`src/rtl/core/sha1_message_hash_top_assert.svh`:
```
// ----------------------------------------------------------------------------
// SHA-1 message hash assertion macros
// Concurrent checks on clock, disabled while reset is high.
// ----------------------------------------------------------------------------
`ifndef SHA1_MESSAGE_HASH_TOP_ASSERT_SVH
`define SHA1_MESSAGE_HASH_TOP_ASSERT_SVH

`ifndef NO_ASSERTIONS

// same-cycle implication
`define SHA1H_ASSERT_IMP(label, ante, cons) \
   label: assert property (@(posedge clock) disable iff (reset) (ante) |-> (cons)) \
      else $error("sha1h: same-cycle check failed");

// next-cycle implication
`define SHA1H_ASSERT_NXT(label, ante, cons) \
   label: assert property (@(posedge clock) disable iff (reset) (ante) |=> (cons)) \
      else $error("sha1h: next-cycle check failed");

`else

`define SHA1H_ASSERT_IMP(label, ante, cons)

`define SHA1H_ASSERT_NXT(label, ante, cons)

`endif

`endif

```
`src/rtl/core/sha1h_pkg.sv`:
```
// ----------------------------------------------------------------------------
// SHA-1 message hash package
// Shared types, constants and round functions.
// ----------------------------------------------------------------------------
package sha1h_pkg;

   localparam int LEN_BITS    = 61;
   localparam int QUEUE_DEPTH = 4;
   localparam int QPTR_W      = $clog2(QUEUE_DEPTH);
   localparam int QCNT_W      = QPTR_W + 1;
   localparam int NUM_WORDS   = 5;
   localparam int ROUND_W     = 7;

   localparam logic [ROUND_W-1:0] LOAD_ROUNDS = 7'd16;
   localparam logic [ROUND_W-1:0] LAST_ROUND  = 7'd79;
   localparam logic [2:0]         LAST_IDX    = 3'd4;
   localparam logic [5:0]         LEN_POS     = 6'd56;
   localparam logic [3:0]         LAST_WORD   = 4'd15;
   localparam logic [7:0]         PAD_BYTE    = 8'h80;

   typedef logic [31:0] word_type;

   localparam word_type K0 = 32'h5A827999;
   localparam word_type K1 = 32'h6ED9EBA1;
   localparam word_type K2 = 32'h8F1BBCDC;
   localparam word_type K3 = 32'hCA62C1D6;

   localparam word_type H_INIT [NUM_WORDS] = '{
      32'h67452301, 32'hEFCDAB89, 32'h98BADCFE, 32'h10325476, 32'hC3D2E1F0
   };

   typedef struct packed {
      word_type word;
      logic     last;
   } qentry_type;

   typedef enum logic [0:0] {
      FR_BYTES,
      FR_PAD
   } front_state_type;

   typedef enum logic [1:0] {
      BK_ROUND,
      BK_ADD,
      BK_OUT
   } back_state_type;

   function automatic word_type rotl1(word_type x);
      return {x[30:0], x[31]};
   endfunction

   function automatic word_type rotl5(word_type x);
      return {x[26:0], x[31:27]};
   endfunction

   function automatic word_type rotl30(word_type x);
      return {x[1:0], x[31:2]};
   endfunction

   // big-endian byte lane insert; lane 0 clears the rest of the word
   function automatic word_type put_byte(word_type w, logic [1:0] lane, logic [7:0] b);
      word_type r;
      case (lane)
         2'd0:    r = {b, 24'h000000};
         2'd1:    r = {w[31:24], b, 16'h0000};
         2'd2:    r = {w[31:16], b, 8'h00};
         default: r = {w[31:8], b};
      endcase
      return r;
   endfunction

   function automatic word_type round_f(logic [ROUND_W-1:0] t, word_type b, word_type c,
                                        word_type d);
      word_type r;
      if (t < 7'd20) begin
         r = (b & c) | (~b & d);
      end else if (t < 7'd40) begin
         r = b ^ c ^ d;
      end else if (t < 7'd60) begin
         r = (b & c) | (b & d) | (c & d);
      end else begin
         r = b ^ c ^ d;
      end
      return r;
   endfunction

   function automatic word_type round_k(logic [ROUND_W-1:0] t);
      word_type r;
      if (t < 7'd20) begin
         r = K0;
      end else if (t < 7'd40) begin
         r = K1;
      end else if (t < 7'd60) begin
         r = K2;
      end else begin
         r = K3;
      end
      return r;
   endfunction

endpackage

```
`src/rtl/core/sha1h_front.sv`:
```
// ----------------------------------------------------------------------------
// SHA-1 front end
// Packs message bytes into big-endian words and appends padding and length.
// ----------------------------------------------------------------------------
`include "sha1_message_hash_top_assert.svh"

module sha1h_front import sha1h_pkg::*; (
   input  logic       clock,
   input  logic       reset,
   input  logic       req_valid,
   output logic       req_stall,
   input  logic [7:0] req_data_byte,
   input  logic       req_byte_present,
   input  logic       req_message_end,
   output logic       q_push,
   output qentry_type q_data,
   input  logic       q_full
);

   front_state_type     state_ff, state_in;
   logic [5:0]          pos_ff, pos_in, pos_next;
   logic [LEN_BITS-1:0] count_ff, count_in;
   word_type            word_ff, word_in;
   logic                first_ff, first_in;
   logic                extra_ff, extra_in;
   logic                accept;
   logic                len_blk;
   logic [63:0]         len_bits;

   assign req_stall = (state_ff != FR_BYTES) || q_full;
   assign accept    = req_valid && !req_stall;
   assign len_bits  = 64'(count_ff) << 3;
   assign len_blk   = !extra_ff;

   always_ff @(posedge clock) begin
      if (reset) begin
         state_ff <= FR_BYTES;
         pos_ff   <= '0;
         count_ff <= '0;
         first_ff <= 1'b0;
         extra_ff <= 1'b0;
      end else begin
         state_ff <= state_in;
         pos_ff   <= pos_in;
         count_ff <= count_in;
         first_ff <= first_in;
         extra_ff <= extra_in;
      end
      word_ff <= word_in;
   end

   always_comb begin
      state_in = state_ff;
      pos_in   = pos_ff;
      count_in = count_ff;
      word_in  = word_ff;
      first_in = first_ff;
      extra_in = extra_ff;
      pos_next = pos_ff;
      q_push   = 1'b0;
      q_data   = '0;
      unique case (state_ff)
         FR_BYTES: begin
            if (accept) begin
               if (req_byte_present) begin
                  word_in  = put_byte(word_ff, pos_ff[1:0], req_data_byte);
                  pos_next = pos_ff + 6'd1;
                  count_in = count_ff + LEN_BITS'(1);
                  // word complete: hand it to the back end
                  if (pos_ff[1:0] == 2'd3) begin
                     q_push = 1'b1;
                     q_data = '{word: word_in, last: 1'b0};
                  end
               end
               pos_in = pos_next;
               if (req_message_end) begin
                  state_in = FR_PAD;
                  first_in = 1'b1;
                  extra_in = (pos_next >= LEN_POS);
               end
            end
         end
         FR_PAD: begin
            if (!q_full) begin
               q_push = 1'b1;
               if (first_ff) begin
                  q_data = '{word: put_byte(word_ff, pos_ff[1:0], PAD_BYTE), last: 1'b0};
               end else if (len_blk && (pos_ff[5:2] == LAST_WORD - 4'd1)) begin
                  q_data = '{word: len_bits[63:32], last: 1'b0};
               end else if (len_blk && (pos_ff[5:2] == LAST_WORD)) begin
                  q_data = '{word: len_bits[31:0], last: 1'b1};
               end else begin
                  q_data = '{word: '0, last: 1'b0};
               end
               first_in = 1'b0;
               pos_in   = {pos_ff[5:2] + 4'd1, 2'b00};
               if (pos_ff[5:2] == LAST_WORD) begin
                  extra_in = 1'b0;
               end
               // length word sent: ready for the next message
               if (len_blk && (pos_ff[5:2] == LAST_WORD)) begin
                  state_in = FR_BYTES;
                  pos_in   = '0;
                  count_in = '0;
               end
            end
         end
         default: begin
            state_in = FR_BYTES;
         end
      endcase
   end

   `SHA1H_ASSERT_IMP(a_pad_blocks_input, state_ff == FR_PAD, req_stall)

endmodule

```
`src/rtl/core/sha1h_fifo.sv`:
```
// ----------------------------------------------------------------------------
// SHA-1 word queue
// Short FIFO of message words between front and back end.
// ----------------------------------------------------------------------------
`include "sha1_message_hash_top_assert.svh"

module sha1h_fifo import sha1h_pkg::*; (
   input  logic       clock,
   input  logic       reset,
   input  logic       push,
   input  qentry_type push_data,
   output logic       full,
   input  logic       pop,
   output logic       pop_valid,
   output qentry_type pop_data
);

   qentry_type        mem_ff [QUEUE_DEPTH];
   logic [QPTR_W-1:0] wr_ptr_ff, rd_ptr_ff;
   logic [QCNT_W-1:0] cnt_ff;
   logic              do_push, do_pop;

   assign full      = (cnt_ff == QCNT_W'(QUEUE_DEPTH));
   assign pop_valid = (cnt_ff != '0);
   assign pop_data  = mem_ff[rd_ptr_ff];
   assign do_push   = push && !full;
   assign do_pop    = pop && pop_valid;

   always_ff @(posedge clock) begin
      if (reset) begin
         wr_ptr_ff <= '0;
         rd_ptr_ff <= '0;
         cnt_ff    <= '0;
      end else begin
         if (do_push) begin
            wr_ptr_ff <= wr_ptr_ff + QPTR_W'(1);
         end
         if (do_pop) begin
            rd_ptr_ff <= rd_ptr_ff + QPTR_W'(1);
         end
         cnt_ff <= cnt_ff + QCNT_W'(do_push) - QCNT_W'(do_pop);
      end
      if (do_push) begin
         mem_ff[wr_ptr_ff] <= push_data;
      end
   end

   `SHA1H_ASSERT_IMP(a_no_push_when_full, push, !full)
   `SHA1H_ASSERT_IMP(a_count_in_range, 1'b1, cnt_ff <= QCNT_W'(QUEUE_DEPTH))

endmodule

```
`src/rtl/core/sha1h_back.sv`:
```
// ----------------------------------------------------------------------------
// SHA-1 back end
// One compression round per cycle unless waiting on the queue, chaining update and digest output.
// ----------------------------------------------------------------------------
`include "sha1_message_hash_top_assert.svh"

module sha1h_back import sha1h_pkg::*; (
   input  logic        clock,
   input  logic        reset,
   input  logic        q_valid,
   input  qentry_type  q_data,
   output logic        q_pop,
   output logic        rsp_valid,
   input  logic        rsp_stall,
   output logic [31:0] rsp_digest_word,
   output logic [2:0]  rsp_word_index,
   output logic        rsp_last_word
);

   back_state_type     state_ff, state_in;
   logic [ROUND_W-1:0] round_ff, round_in;
   word_type           chain_ff [NUM_WORDS];
   word_type           chain_in [NUM_WORDS];
   word_type           a_ff, b_ff, c_ff, d_ff, e_ff;
   word_type           a_in, b_in, c_in, d_in, e_in;
   word_type           w_ff [16];
   word_type           w_in [16];
   logic               final_ff, final_in;
   logic [2:0]         out_idx_ff, out_idx_in;
   logic               rsp_valid_ff, rsp_valid_in;
   word_type           rsp_word_ff, rsp_word_in;
   logic [2:0]         rsp_idx_ff, rsp_idx_in;
   logic               rsp_last_ff, rsp_last_in;
   logic               early, step, out_free;
   word_type           w_sched, w_cur, tmp;

   assign rsp_valid       = rsp_valid_ff;
   assign rsp_digest_word = rsp_word_ff;
   assign rsp_word_index  = rsp_idx_ff;
   assign rsp_last_word   = rsp_last_ff;

   assign early    = (round_ff < LOAD_ROUNDS);
   assign w_sched  = rotl1(w_ff[13] ^ w_ff[8] ^ w_ff[2] ^ w_ff[0]);
   assign w_cur    = early ? q_data.word : w_sched;
   assign tmp      = rotl5(a_ff) + round_f(round_ff, b_ff, c_ff, d_ff) + e_ff
                     + round_k(round_ff) + w_cur;
   assign out_free = !rsp_valid_ff || !rsp_stall;

   always_ff @(posedge clock) begin
      if (reset) begin
         state_ff     <= BK_ROUND;
         round_ff     <= '0;
         final_ff     <= 1'b0;
         out_idx_ff   <= '0;
         rsp_valid_ff <= 1'b0;
         chain_ff     <= H_INIT;
         a_ff         <= H_INIT[0];
         b_ff         <= H_INIT[1];
         c_ff         <= H_INIT[2];
         d_ff         <= H_INIT[3];
         e_ff         <= H_INIT[4];
      end else begin
         state_ff     <= state_in;
         round_ff     <= round_in;
         final_ff     <= final_in;
         out_idx_ff   <= out_idx_in;
         rsp_valid_ff <= rsp_valid_in;
         chain_ff     <= chain_in;
         a_ff         <= a_in;
         b_ff         <= b_in;
         c_ff         <= c_in;
         d_ff         <= d_in;
         e_ff         <= e_in;
      end
      w_ff        <= w_in;
      rsp_word_ff <= rsp_word_in;
      rsp_idx_ff  <= rsp_idx_in;
      rsp_last_ff <= rsp_last_in;
   end

   always_comb begin
      state_in     = state_ff;
      round_in     = round_ff;
      final_in     = final_ff;
      out_idx_in   = out_idx_ff;
      chain_in     = chain_ff;
      a_in         = a_ff;
      b_in         = b_ff;
      c_in         = c_ff;
      d_in         = d_ff;
      e_in         = e_ff;
      w_in         = w_ff;
      rsp_word_in  = rsp_word_ff;
      rsp_idx_in   = rsp_idx_ff;
      rsp_last_in  = rsp_last_ff;
      rsp_valid_in = rsp_valid_ff && rsp_stall;
      step         = 1'b0;
      q_pop        = 1'b0;
      unique case (state_ff)
         BK_ROUND: begin
            // first sixteen rounds wait on words from the queue
            step  = !early || q_valid;
            q_pop = early && q_valid;
            if (step) begin
               for (int i = 0; i < 15; i++) begin
                  w_in[i] = w_ff[i + 1];
               end
               w_in[15] = w_cur;
               e_in = d_ff;
               d_in = c_ff;
               c_in = rotl30(b_ff);
               b_in = a_ff;
               a_in = tmp;
               if (round_ff == LOAD_ROUNDS - 7'd1) begin
                  final_in = q_data.last;
               end
               if (round_ff == LAST_ROUND) begin
                  state_in = BK_ADD;
                  round_in = '0;
               end else begin
                  round_in = round_ff + 7'd1;
               end
            end
         end
         BK_ADD: begin
            chain_in[0] = chain_ff[0] + a_ff;
            chain_in[1] = chain_ff[1] + b_ff;
            chain_in[2] = chain_ff[2] + c_ff;
            chain_in[3] = chain_ff[3] + d_ff;
            chain_in[4] = chain_ff[4] + e_ff;
            a_in        = chain_in[0];
            b_in        = chain_in[1];
            c_in        = chain_in[2];
            d_in        = chain_in[3];
            e_in        = chain_in[4];
            out_idx_in  = '0;
            state_in    = final_ff ? BK_OUT : BK_ROUND;
         end
         BK_OUT: begin
            if (out_free) begin
               rsp_valid_in = 1'b1;
               rsp_word_in  = chain_ff[out_idx_ff];
               rsp_idx_in   = out_idx_ff;
               rsp_last_in  = (out_idx_ff == LAST_IDX);
               if (out_idx_ff == LAST_IDX) begin
                  // digest out: restart chaining for the next message
                  chain_in = H_INIT;
                  a_in     = H_INIT[0];
                  b_in     = H_INIT[1];
                  c_in     = H_INIT[2];
                  d_in     = H_INIT[3];
                  e_in     = H_INIT[4];
                  state_in = BK_ROUND;
               end else begin
                  out_idx_in = out_idx_ff + 3'd1;
               end
            end
         end
         default: begin
            state_in = BK_ROUND;
         end
      endcase
   end

   `SHA1H_ASSERT_IMP(a_no_pop_outside_rounds, state_ff != BK_ROUND, !q_pop)
   `SHA1H_ASSERT_IMP(a_last_word_index, rsp_valid_ff && rsp_last_ff, rsp_idx_ff == LAST_IDX)
   `SHA1H_ASSERT_NXT(a_add_restarts_rounds, state_ff == BK_ADD, round_ff == '0)

endmodule

```
`src/rtl/core/sha1_message_hash_top.sv`:
```
// ----------------------------------------------------------------------------
// SHA-1 message hash top level
// Byte-stream SHA-1 with padding, length append and five-word digest output.
// ----------------------------------------------------------------------------
//  channel   direction  handshake           payload
//  req_      in         req_valid/stall     data_byte, byte_present, message_end
//  rsp_      out        rsp_valid/stall     digest_word, word_index, last_word
//
// The front end takes one item per cycle unless the queue is full or it is padding, and
// packs bytes into a four-word queue; the back end runs one round per cycle, the first
// sixteen waiting on queue words, 80 rounds plus one chaining add per block. The queue
// lets the front end run only 16 bytes ahead.
// At message end the front end emits up to 18 padding words, one per cycle while the
// queue has room; the back end then finishes up to two blocks, sends five digest words.
// Synchronous reset loads the initial hash values; no clearing pass is needed.
// A stalled result holds the back end only; the front end fills the queue, then stalls.
// ----------------------------------------------------------------------------
module sha1_message_hash_top import sha1h_pkg::*; (
   input  logic        clock,
   input  logic        reset,
   input  logic        req_valid,
   output logic        req_stall,
   input  logic [7:0]  req_data_byte,
   input  logic        req_byte_present,
   input  logic        req_message_end,
   output logic        rsp_valid,
   input  logic        rsp_stall,
   output logic [31:0] rsp_digest_word,
   output logic [2:0]  rsp_word_index,
   output logic        rsp_last_word
);

   logic       q_push, q_full, q_pop, q_valid;
   qentry_type q_wdata, q_rdata;

   sha1h_front u_front (
      .clock            (clock),
      .reset            (reset),
      .req_valid        (req_valid),
      .req_stall        (req_stall),
      .req_data_byte    (req_data_byte),
      .req_byte_present (req_byte_present),
      .req_message_end  (req_message_end),
      .q_push           (q_push),
      .q_data           (q_wdata),
      .q_full           (q_full)
   );

   sha1h_fifo u_fifo (
      .clock     (clock),
      .reset     (reset),
      .push      (q_push),
      .push_data (q_wdata),
      .full      (q_full),
      .pop       (q_pop),
      .pop_valid (q_valid),
      .pop_data  (q_rdata)
   );

   sha1h_back u_back (
      .clock           (clock),
      .reset           (reset),
      .q_valid         (q_valid),
      .q_data          (q_rdata),
      .q_pop           (q_pop),
      .rsp_valid       (rsp_valid),
      .rsp_stall       (rsp_stall),
      .rsp_digest_word (rsp_digest_word),
      .rsp_word_index  (rsp_word_index),
      .rsp_last_word   (rsp_last_word)
   );

endmodule
```
`config.mk`:
```
export PLATFORM = sky130hd
export DESIGN_NAME = sha1_message_hash_top
export DESIGN_NICKNAME = d
export VERILOG_FILES = /design/src/rtl/core/sha1h_pkg.sv /design/src/rtl/core/sha1h_front.sv /design/src/rtl/core/sha1h_fifo.sv /design/src/rtl/core/sha1h_back.sv /design/src/rtl/core/sha1_message_hash_top.sv
export VERILOG_INCLUDE_DIRS = /design/src /design/src/rtl/core
export SDC_FILE = /design/constraint.sdc
export NUM_CORES = 2
export LEC_CHECK = 0
export BUFFER_PORTS_ARGS = -buffer_cell sky130_fd_sc_hd__buf_4
export CAP_MARGIN = 20
export CORE_AREA = 2 2 297 299
export DETAILED_ROUTE_END_ITERATION = 8
export DIE_AREA = 0 0 299 301
export PLACE_DENSITY = 0.8
export SLEW_MARGIN = 20
export SYNTH_ARGS = -nofsm -noshare
export SYNTH_HDL_FRONTEND = slang
export SYNTH_SLANG_ARGS = --single-unit
```
`constraint.sdc`:
```
create_clock -name clock -period 36.2 [get_ports clock]
set_clock_uncertainty 0.05 [all_clocks]
set_input_delay 10.86 -clock clock [delete_from_list [all_inputs] [get_ports clock]]
set_output_delay 10.86 -clock clock [all_outputs]
set_load 0.02 [all_outputs]
```
==> run summary <==
Multi-input logic area: 0.0240 mm²
Worst hold path stage count: 0
Syn Nets: 5235
Mapped Avg Cell Area: 11.4 µm²
Core area: 0.0865 mm²
Final hold vios: 0
F_max: 73.2 MHz
LEAKAGE: 23.3 nW
Rel. slew slack: 28.6%
Reg2Reg Depth: 25
Layout cells sized above 1: 8.53%
Hold Path Class: flip-flop to flip-flop
Placed Cells: 5878
RSZ-0062 raised after global routing: false
Latest clock arrival within the worst-skew pair: 0.72 ns
Final Setup Violations: 0
PortBufs: 51
Storage element area: 0.0294 mm²
Count of cell types in the netlist: 105
Most frequent cells in the layout: 704 x edfxtp_1, 432 x nor2_1, 410 x dfxtp_1, 338 x nand2_1, 288 x inv_1
Detailed Route WL: 153000 µm
Max Cap Viol: 0
Maximum vdd drop: 0.141 mV
Drt first pass iters: 8
Commonest non-fill, non-tap cell in the layout: edfxtp_1
Post_cts resized: 0
WL/cell: 25.1 µm
Critical path peak fanout: 77
Post-route setup slack: 22.54 ns
DR vias: 40400
CTS Hold Bufs: 0
Nets: 5218
Worst path required time: 36.67 ns
Hold EP: u_back.w_ff[421]
Setup TNS Final: 0 ns
Main synth FF type: edfxtp_1
Post-synthesis sequential area ratio: 53.2%
Num CTS Buffers: 112
CTS H-Tree Depth: 3
Synth warn: 0
Syn Inst Count: 4856
DP HPWL: 100000 µm
Crit. End Element: flip-flop
Die area: 0.0900 mm²
Root Driver: clkbuf_16
Placement-stage worst setup slack: 22.13 ns
P per Cell Area: 115 mW/mm²
Area growth from synthesis to layout: 9.81%
Run status: finished clean
Starting density of the core: 63.9%
EDFF count, synth: 704
Die width: 299 µm
Longest Clk Path Bufs: 3
CTS tree: done
Synthesized area: 0.0553 mm²
Worst-path clk slew: 0.07 ns
I/O pins: 52
Period utilisation layout: 37.7%
R2R Setup Slk: 28.07 ns
Worst hold slack: 0.330 ns
Final cell count without fillers: 6093
Synth Register Bits: 1117
First-pass GRT wire length: 232000 µm
Synth async-reset ratio: 0%
Vias/cell: 6.63
Actual slew at the worst max-slew pin: 1.07 ns
Hold Startpoint: u_back.w_ff[389]
Type of the worst setup path: input port to flip-flop
Row count: 108
Fillcell total: 5983
Gr ovfl total: 0
DRC Markers: 0
Number of routed nets with antenna violations: 0
Largest net degree at the start of global routing: 96
Vias in the first global route: 38500
Initial antenna violation count: 5
Reg-to-Reg End: u_back.a_ff[29]
Startpoint types: input port
Post-CTS Setup Bufs: 0
Die height: 301 µm
WP data arrival: 14.13 ns
Final min period: 13.66 ns
Worst r2r src: u_back.round_ff[4]
Clock sinks: 1117
Slew Viols, Final: 0
Final GP Congestion: 0.988
GRT Overall Usage: 33.8%
Drt initial violations: 5183
## critical path, cell delays in order
cell	delay, ns
buf_4	0.10
nand2_1	0.12
a21oi_1	0.52
a311o_2	0.30
buf_4	0.73
nand2_1	0.88
o21ai_0	0.47
a31oi_1	0.08
## layout make-up
class | count | area share, %
tap | 1155 | 2.38
antenna | 2 | 0.00825
clock inverter | 70 | 1.53
timing repair buffer | 108 | 1.41
sequential | 1117 | 48.5
clock buffer | 141 | 4.89
multi-input combinational | 3208 | 39.5
inverter | 292 | 1.81
## how the worst max path moves through the flow
stage,start,endpoint,slack [ns],cells past startpoint
final,rsp_stall,u_back.e_ff[30],22.54,8
after global placement,rsp_stall,u_back.a_ff[30],22.16,8
after floorplan,u_back.round_ff[5],u_back.round_ff[3],8.48,7
after CTS,rsp_stall,u_back.a_ff[30],22.78,8
after detailed placement,rsp_stall,u_back.a_ff[30],22.13,8
after global routing,rsp_stall,u_back.e_ff[30],22.45,8
## cells by family (layout without fill, tap and decap cells)
family,after synthesis,after routing,share of synthesized area [%]
compound gates,1277,1277,15.6
simple gates,1163,1163,9.51
flops,1117,1117,53.2
buf+inv,531,611,3.63
fa+ha+maj,365,365,9.96
xor+xnor,317,317,5.04
mux,86,86,3.03
other cells,0,2,0
## sequential cells by signal (all words and copies together) (netlist names), 6 cells and up, named ones only
register and count:
u_front.word_ff 24, u_back.a_ff 32, u_front.count_ff 61, u_back.rsp_digest_word 32, u_back.round_ff 7, u_fifo.mem_ff 132
u_back.b_ff 32, u_back.c_ff 32, u_back.chain_ff 160, u_back.d_ff 32, u_front.pos_ff 6, u_back.w_ff 512
u_back.e_ff 32
## cell usage after synthesis, types with 10 or more instances
library cell    n  share of area [%]
nor2_1        436                3.0
xnor2_1       213                3.4
nor3_1         81               0.73
o22ai_1        20               0.23
a21oi_1       263                2.4
clkbuf_1      217                1.5
o211ai_1       83                1.1
edfxtp_1      704                 38
o21ai_1        13               0.12
mux4_2         65                2.6
o32ai_1        16               0.25
nor2b_1        30               0.34
xor2_1        103                1.6
a211o_1        11               0.17
ha_1          240                5.4
buf_1          17               0.12
o21bai_1       30               0.41
and3_1         45               0.51
mux2i_1        19               0.34
and2_1         24               0.27
or3_1          22               0.25
o221ai_1       40               0.63
or2_2          10               0.11
fa_1          125                4.5
o21a_1         49               0.67
nand2_1       341                2.3
nand2b_1       24               0.27
o21ai_0       279                2.5
a21o_1         84                1.1
and4_1         10               0.16
dfxtp_1       413                 15
a22o_1         37               0.59
a22oi_1        58               0.79
nand3_1        77               0.70
a221oi_1       84                1.3
nand4_1        21               0.24
o31ai_1        31               0.42
a31oi_1        21               0.24
a211oi_1       49               0.67
inv_1         289                2.0
## layer usage
metal  global-route usage, %  up-vias  share of wire, %
met3                    6.20      517                10
li1                        -    17800                 -
met4                    19.5        4               6.2
met1                    47.6    19600                40
met2                    49.4     2450                43
met5                       0        -             0.014
## per-stage QoR
step / util, % / instance area, µm² / total power, mW
global route: 70.2 / 60700 / 7.42
global placement: 65.6 / 56700 / 5.50
finish: 70.2 / 60700 / 6.99
floorplan: - / 55300 / 5.04
CTS: 70.1 / 60600 / 6.91
detailed placement: 65.6 / 56700 / 5.61
## where the power goes
group | switching [mW] | leakage, nW | internal (mW)
clock network | 0.519 | 1.88 | 0.708
logic | 2.11 | 11.2 | 1.42
registers | 0.285 | 10.3 | 1.95
No activity file was read; power rests on OpenSTA's default activity.
